## config.mk

```make
export PLATFORM = sky130hd
export DESIGN_NAME = rsc_ctrl
export DESIGN_NICKNAME = d
export VERILOG_FILES = /design/src/rtl/rsc_pkg.sv /design/src/rtl/rsc_ctrl.sv
export SDC_FILE = /design/constraint.sdc
export NUM_CORES = 1
export LEC_CHECK = 0
export BUFFER_PORTS_ARGS = -buffer_cell sky130_fd_sc_hd__buf_2
export CAP_MARGIN = 10
export CORE_MARGIN = 2
export CORE_UTILIZATION = 45
export CTS_CLUSTER_SIZE = 14
export DETAILED_ROUTE_END_ITERATION = 6
export MAX_ROUTING_LAYER = met4
export PLACE_DENSITY = 0.7
export SLEW_MARGIN = 40
export SYNTH_ARGS = -nofsm -noshare
export SYNTH_HDL_FRONTEND = slang
export SYNTH_SLANG_ARGS = --single-unit
```

## constraint.sdc

```tcl
create_clock -name clk -period 2 [get_ports clk]
set_clock_uncertainty 0.15 [all_clocks]
set_input_delay 0.3 -clock clk [delete_from_list [all_inputs] [get_ports clk]]
set_output_delay 0.3 -clock clk [all_outputs]
set_load 0.02 [all_outputs]
```

## src/rtl/rsc_pkg.sv

```systemverilog
// Shared types and constants of the RPN stack calculator.
// No dependencies; every other file of the block but rsc_ram refers to it by scoped names.
`default_nettype none

package rsc_pkg;

	// Fixed widths of the token and result fields.
	localparam int DATA_W = 32;
	localparam int ACT_W  = 3;
	localparam int STS_W  = 3;

	// Token actions.
	localparam logic [ACT_W-1:0] ACT_PUSH  = 3'd0;
	localparam logic [ACT_W-1:0] ACT_ADD   = 3'd1;
	localparam logic [ACT_W-1:0] ACT_SUB   = 3'd2;
	localparam logic [ACT_W-1:0] ACT_MUL   = 3'd3;
	localparam logic [ACT_W-1:0] ACT_DIV   = 3'd4;
	localparam logic [ACT_W-1:0] ACT_PRINT = 3'd5;
	localparam logic [ACT_W-1:0] ACT_CLEAR = 3'd6;

	// Result status codes.
	localparam logic [STS_W-1:0] ST_OK        = 3'd0;
	localparam logic [STS_W-1:0] ST_UNDERFLOW = 3'd1;
	localparam logic [STS_W-1:0] ST_FULL      = 3'd2;
	localparam logic [STS_W-1:0] ST_DIVZERO   = 3'd3;
	localparam logic [STS_W-1:0] ST_SAT       = 3'd4;

	// The divider produces one quotient bit per step over a 33-bit quotient.
	localparam int DIV_STEPS = 33;
	localparam int DIV_CNT_W = 6;

	// Commands from the controller to the datapath.
	typedef struct packed {
		logic capture;
		logic rd_en;
		logic addsub;
		logic mul_start;
		logic mul_fin;
		logic div_start;
		logic div_step;
		logic div_fin;
		logic commit;
	} dp_cmd_t;

	// Status from the datapath to the controller.
	typedef struct packed {
		logic             op_go;
		logic [ACT_W-1:0] op;
	} dp_sts_t;

endpackage

`default_nettype wire

```

## src/rtl/rsc_ctrl.sv

```systemverilog
// Controller of the RPN stack calculator: sequences one token through the datapath.
// Depends on rsc_pkg for the command and status types.
`default_nettype none

module rsc_ctrl (
	input  wire logic             clk,
	input  wire logic             arst_n,
	input  wire logic             in_valid,
	output logic                  in_ready,
	output logic                  out_valid,
	input  wire logic             out_ready,
	input  wire rsc_pkg::dp_sts_t sts,
	output rsc_pkg::dp_cmd_t      cmd
);

	localparam logic [2:0] S_IDLE = 3'd0;
	localparam logic [2:0] S_RD   = 3'd1;
	localparam logic [2:0] S_MUL  = 3'd2;
	localparam logic [2:0] S_DIV  = 3'd3;
	localparam logic [2:0] S_DFIN = 3'd4;
	localparam logic [2:0] S_FIN  = 3'd5;

	logic [2:0]                    state_q;
	logic [2:0]                    state_nx;
	logic [rsc_pkg::DIV_CNT_W-1:0] cnt_q;
	logic                          out_valid_q;
	logic                          out_free;

	assign in_ready  = (state_q == S_IDLE);
	assign out_valid = out_valid_q;
	// The output register can take a new word when empty or being emptied now.
	assign out_free  = !out_valid_q || out_ready;

	// Next state and commands.
	always_comb begin
		state_nx = state_q;
		cmd      = '0;
		unique case (state_q)
			S_IDLE: begin
				if (in_valid) begin
					cmd.capture = 1'b1;
					if (sts.op_go) begin
						cmd.rd_en = 1'b1;
						state_nx  = S_RD;
					end else begin
						state_nx = S_FIN;
					end
				end
			end
			S_RD: begin
				case (sts.op)
					rsc_pkg::ACT_MUL: begin
						cmd.mul_start = 1'b1;
						state_nx      = S_MUL;
					end
					rsc_pkg::ACT_DIV: begin
						cmd.div_start = 1'b1;
						state_nx      = S_DIV;
					end
					default: begin
						cmd.addsub = 1'b1;
						state_nx   = S_FIN;
					end
				endcase
			end
			S_MUL: begin
				cmd.mul_fin = 1'b1;
				state_nx    = S_FIN;
			end
			S_DIV: begin
				cmd.div_step = 1'b1;
				if (cnt_q == rsc_pkg::DIV_CNT_W'(rsc_pkg::DIV_STEPS - 1)) begin
					state_nx = S_DFIN;
				end
			end
			S_DFIN: begin
				cmd.div_fin = 1'b1;
				state_nx    = S_FIN;
			end
			S_FIN: begin
				if (out_free) begin
					cmd.commit = 1'b1;
					state_nx   = S_IDLE;
				end
			end
			default: begin
				state_nx = S_IDLE;
			end
		endcase
	end

	// State, divider step count and output valid.
	always_ff @(posedge clk or negedge arst_n) begin
		if (!arst_n) begin
			state_q     <= S_IDLE;
			cnt_q       <= '0;
			out_valid_q <= 1'b0;
		end else begin
			state_q <= state_nx;
			if (cmd.div_start) begin
				cnt_q <= '0;
			end else if (cmd.div_step) begin
				cnt_q <= cnt_q + 1'b1;
			end
			if (cmd.commit) begin
				out_valid_q <= 1'b1;
			end else if (out_ready) begin
				out_valid_q <= 1'b0;
			end
		end
	end

endmodule

`default_nettype wire

```

==> impl_metrics.py <==
metrics = {
    "outcome": {
        "outcome": "finished, final reports clean",
    },
    "yosys": {
        "synthFlopType": "dfrtp_1",
        "async_flop_share": 1.000,
        "syn_avg_cell_area_um2": 9.076,
        "seq_area_frac_synth": 0.3883,
        "syn_area_um2": 644.4,
        "ys.warnings.count": 0,
        "synth_edf_count": 0,
        "synth_cell_types": 32,
        "synthesis.nets": 81,
        "ys_ff_latch": 10,
        "syn-instance-count": 71,
    },
    "detailed_routing": {
        "drc": 0,
        "drt-met1-wl_um": 604,
        "via_count": 572,
        "wl_per_cell_um": 11.21,
        "drtAntennaViolNets": 0,
        "first_pass_iters": 4,
        "wirelength_um": 1233,
        "drtIter0Drc": 9,
        "avgViaCountPerCell": 5.200,
        "wl_met2_um": 561,
        "highest_layer": "met3",
        "dr_wl_met3_um": 67,
    },
    "worst_setup_path": {
        "reg2reg_to": "state_q[2]$_DFFE_PN0P_",
        "r2r-start": "cnt_q[0]$_DFFE_PN0P_",
        "path_max_fanout": 4,
        "crit_required_ns": 1.55,
        "criticalPathCategory": "flip-flop to primary output",
        "slowest_delay_ns": 0.42,
        "rrSetupSlack_ns": 0.39,
        "cp_cell_sequence": "or3b_4 > nor4b_4 > buf_4",
        "critPathArrivalTime_ns": 1.52,
        "critPathSlowestCell": "dfrtp_2",
        "reg2reg_depth": 6,
        "endpoint_kind": "primary output",
        "critPathLaunchType": "flip-flop",
    },
    "sta": {
        "period_needed_ns": 1.972,
        "tightest_slew_ns": 0.4645,
        "final_max_slew_viol_count": 0,
        "fmax_ghz": 0.5070,
        "hold_viol": 0,
        "finalCritPeriodShare": 0.9862,
        "rsz0062_at_grt": "yes",
        "setup_violations": 0,
        "slew_headroom": 0.6875,
    },
    "job": {
        "cap_violations": 0,
    },
    "die": {
        "pin_count": 19,
        "core_um2": 1318,
        "rows": 13,
        "start_util": 0.4891,
        "die_w_um": 41.84,
        "chipHeight_um": 41.84,
        "die_area_um2": 1751,
    },
    "clock_network": {
        "htreeDepth": 1,
        "clock-sinks": 10,
        "cts_buffers": 3,
        "clk_latency_ns": 0.26,
        "cts_tree": "done",
        "clockBufferDepth": 2,
        "root_buffer": "clkbuf_4",
        "clk_pin_slew_ns": 0.06,
    },
    "global_route": {
        "grt_pass1_wl_um": 1987,
        "grt_max_degree": 15,
        "grt_pass1_vias": 468,
        "grt_overflow_total": 0,
        "antenna_found_initial": 0,
        "track_usage": 0.1559,
    },
    "cells_and_area": {
        "fill_cells": 124,
        "insertedDiodeCount": 0,
        "nNetsFinal": 107,
        "layout_commonest_cell": "buf_2",
        "layout_common_cells": "buf_2 (16), nor2_1 (9), dfrtp_1 (9)",
        "fin_cells": 110,
        "drive_above_1_share": 0.3263,
        "design_area_um2": 805.8,
        "synthToLayoutAreaGrowth_pct": 25.05,
    },
    "min_path": {
        "worstHoldPathCells": 3,
        "hp-class": "input port to flip-flop",
        "hold_start": "out_ready",
        "min_delay_worst_endpoint": "out_valid$_DFFE_PN0P_",
    },
    "power_and_ir_drop": {
        "powerDensity_nw_per_um2": 1358,
        "ir_worst_vdd_v": 0.0006004,
        "power_leakage_uw": 0.0004112,
    },
    "place": {
        "dp.cells": 105,
        "dpl_cell_area_um2": 759.5,
        "dp_hpwl_um": 984.4,
        "place.port_buffers": 18,
        "gp_congestion": 0.7929,
    },
}
cells by family (layout without fill, tap and decap cells):
family,count (synthesis),after routing,synth area share
flops,10,10,0.3883
compound gates,12,12,0.1223
xor+xnor,4,4,0.05436
fa+ha+maj,2,2,0.03883
buf+inv,7,31,0.05435
simple gates,36,36,0.3418
stage by stage:
stage | util | setup TNS, ns | setup WS (ns) | hold WS [ns] | total power (uW)
floorplan | - | 0 | 0.07446 | -0.1456 | 797.6
CTS | 0.6097 | 0 | 0.006677 | 0.1989 | 1101
global route | 0.6116 | -0.05543 | -0.05543 | 0.2060 | 1195
global placement | 0.5764 | 0 | 0.1747 | 0.01988 | 938.1
detailed placement | 0.5764 | 0 | 0.1651 | 0.01544 | 952.8
finish | 0.6116 | 0 | 0.02752 | 0.2119 | 1095
worst max-delay path by stage:
stage | startpoint | to
2_1_floorplan | state_q[1]$_DFFE_PN0P_ | cmd[7]
3_3_place_gp | state_q[2]$_DFFE_PN0P_ | cmd[3]
3_5_place_dp | state_q[2]$_DFFE_PN0P_ | cmd[3]
4_1_cts | state_q[2]$_DFFE_PN0P_ | cmd[3]
5_1_grt | state_q[2]$_DFFE_PN0P_ | cmd[3]
6_report | state_q[2]$_DFFE_PN0P_ | cmd[3]
area by class of cell:
type | count | area, um^2 | area share
Multi-Input combinational cell | 54 | 359.1 | 0.4457
Timing Repair Buffer | 23 | 135.1 | 0.1677
Sequential cell | 10 | 251.5 | 0.3121
Inverter | 5 | 18.77 | 0.02329
Clock buffer | 3 | 22.52 | 0.02795
Tap cell | 15 | 18.77 | 0.02329
layer usage:
metal | up-vias | GRT usage
met5 | - | -
met4 | 0 | 0.01935
met3 | 0 | 0.07826
met2 | 12 | 0.2219
met1 | 256 | 0.2049
li1 | 304 | -
Yosys cell counts, types with 2 or more instances:
library cell | count | area (um^2)
nand4_1 | 2 | 12.51
nor2_1 | 9 | 33.78
dfrtp_1 | 10 | 250.2
xor2_1 | 4 | 35.03
nor3_1 | 4 | 20.02
ha_1 | 2 | 25.02
inv_1 | 4 | 15.01
nand2_1 | 5 | 18.77
and3_1 | 3 | 18.77
a21oi_1 | 4 | 20.02
a211oi_1 | 3 | 22.52
state kept, by name, indices dropped and copies added (netlist names):
register / cells
state_q: 3
cnt_q: 6
out_valid: 1
repair_timing:
action / 4_1_cts / 5_1_grt
setup endpoints to repair: 3 / 2
gates resized for setup: 2 / 1
endpoints found under the hold margin: 10 / 0
pin swaps: 2 / 0
hold buffers: 1 / 0
setup buffers: 1 / 0
critical path: cells and delay by family (launching register included):
family,cells,cell delay (ns)
simple gates,2,0.66
flops,1,0.42
buf+inv,1,0.19
power by group:
group / switching, uW / internal, uW / leakage [uW]
registers: 68.7 / 289 / 0.000128
clock network: 57.8 / 68.9 / 0.0000138
logic: 356 / 254 / 0.000270
total: 482 / 612 / 0.000411
Note: power is estimated with default switching activity, not from simulation.
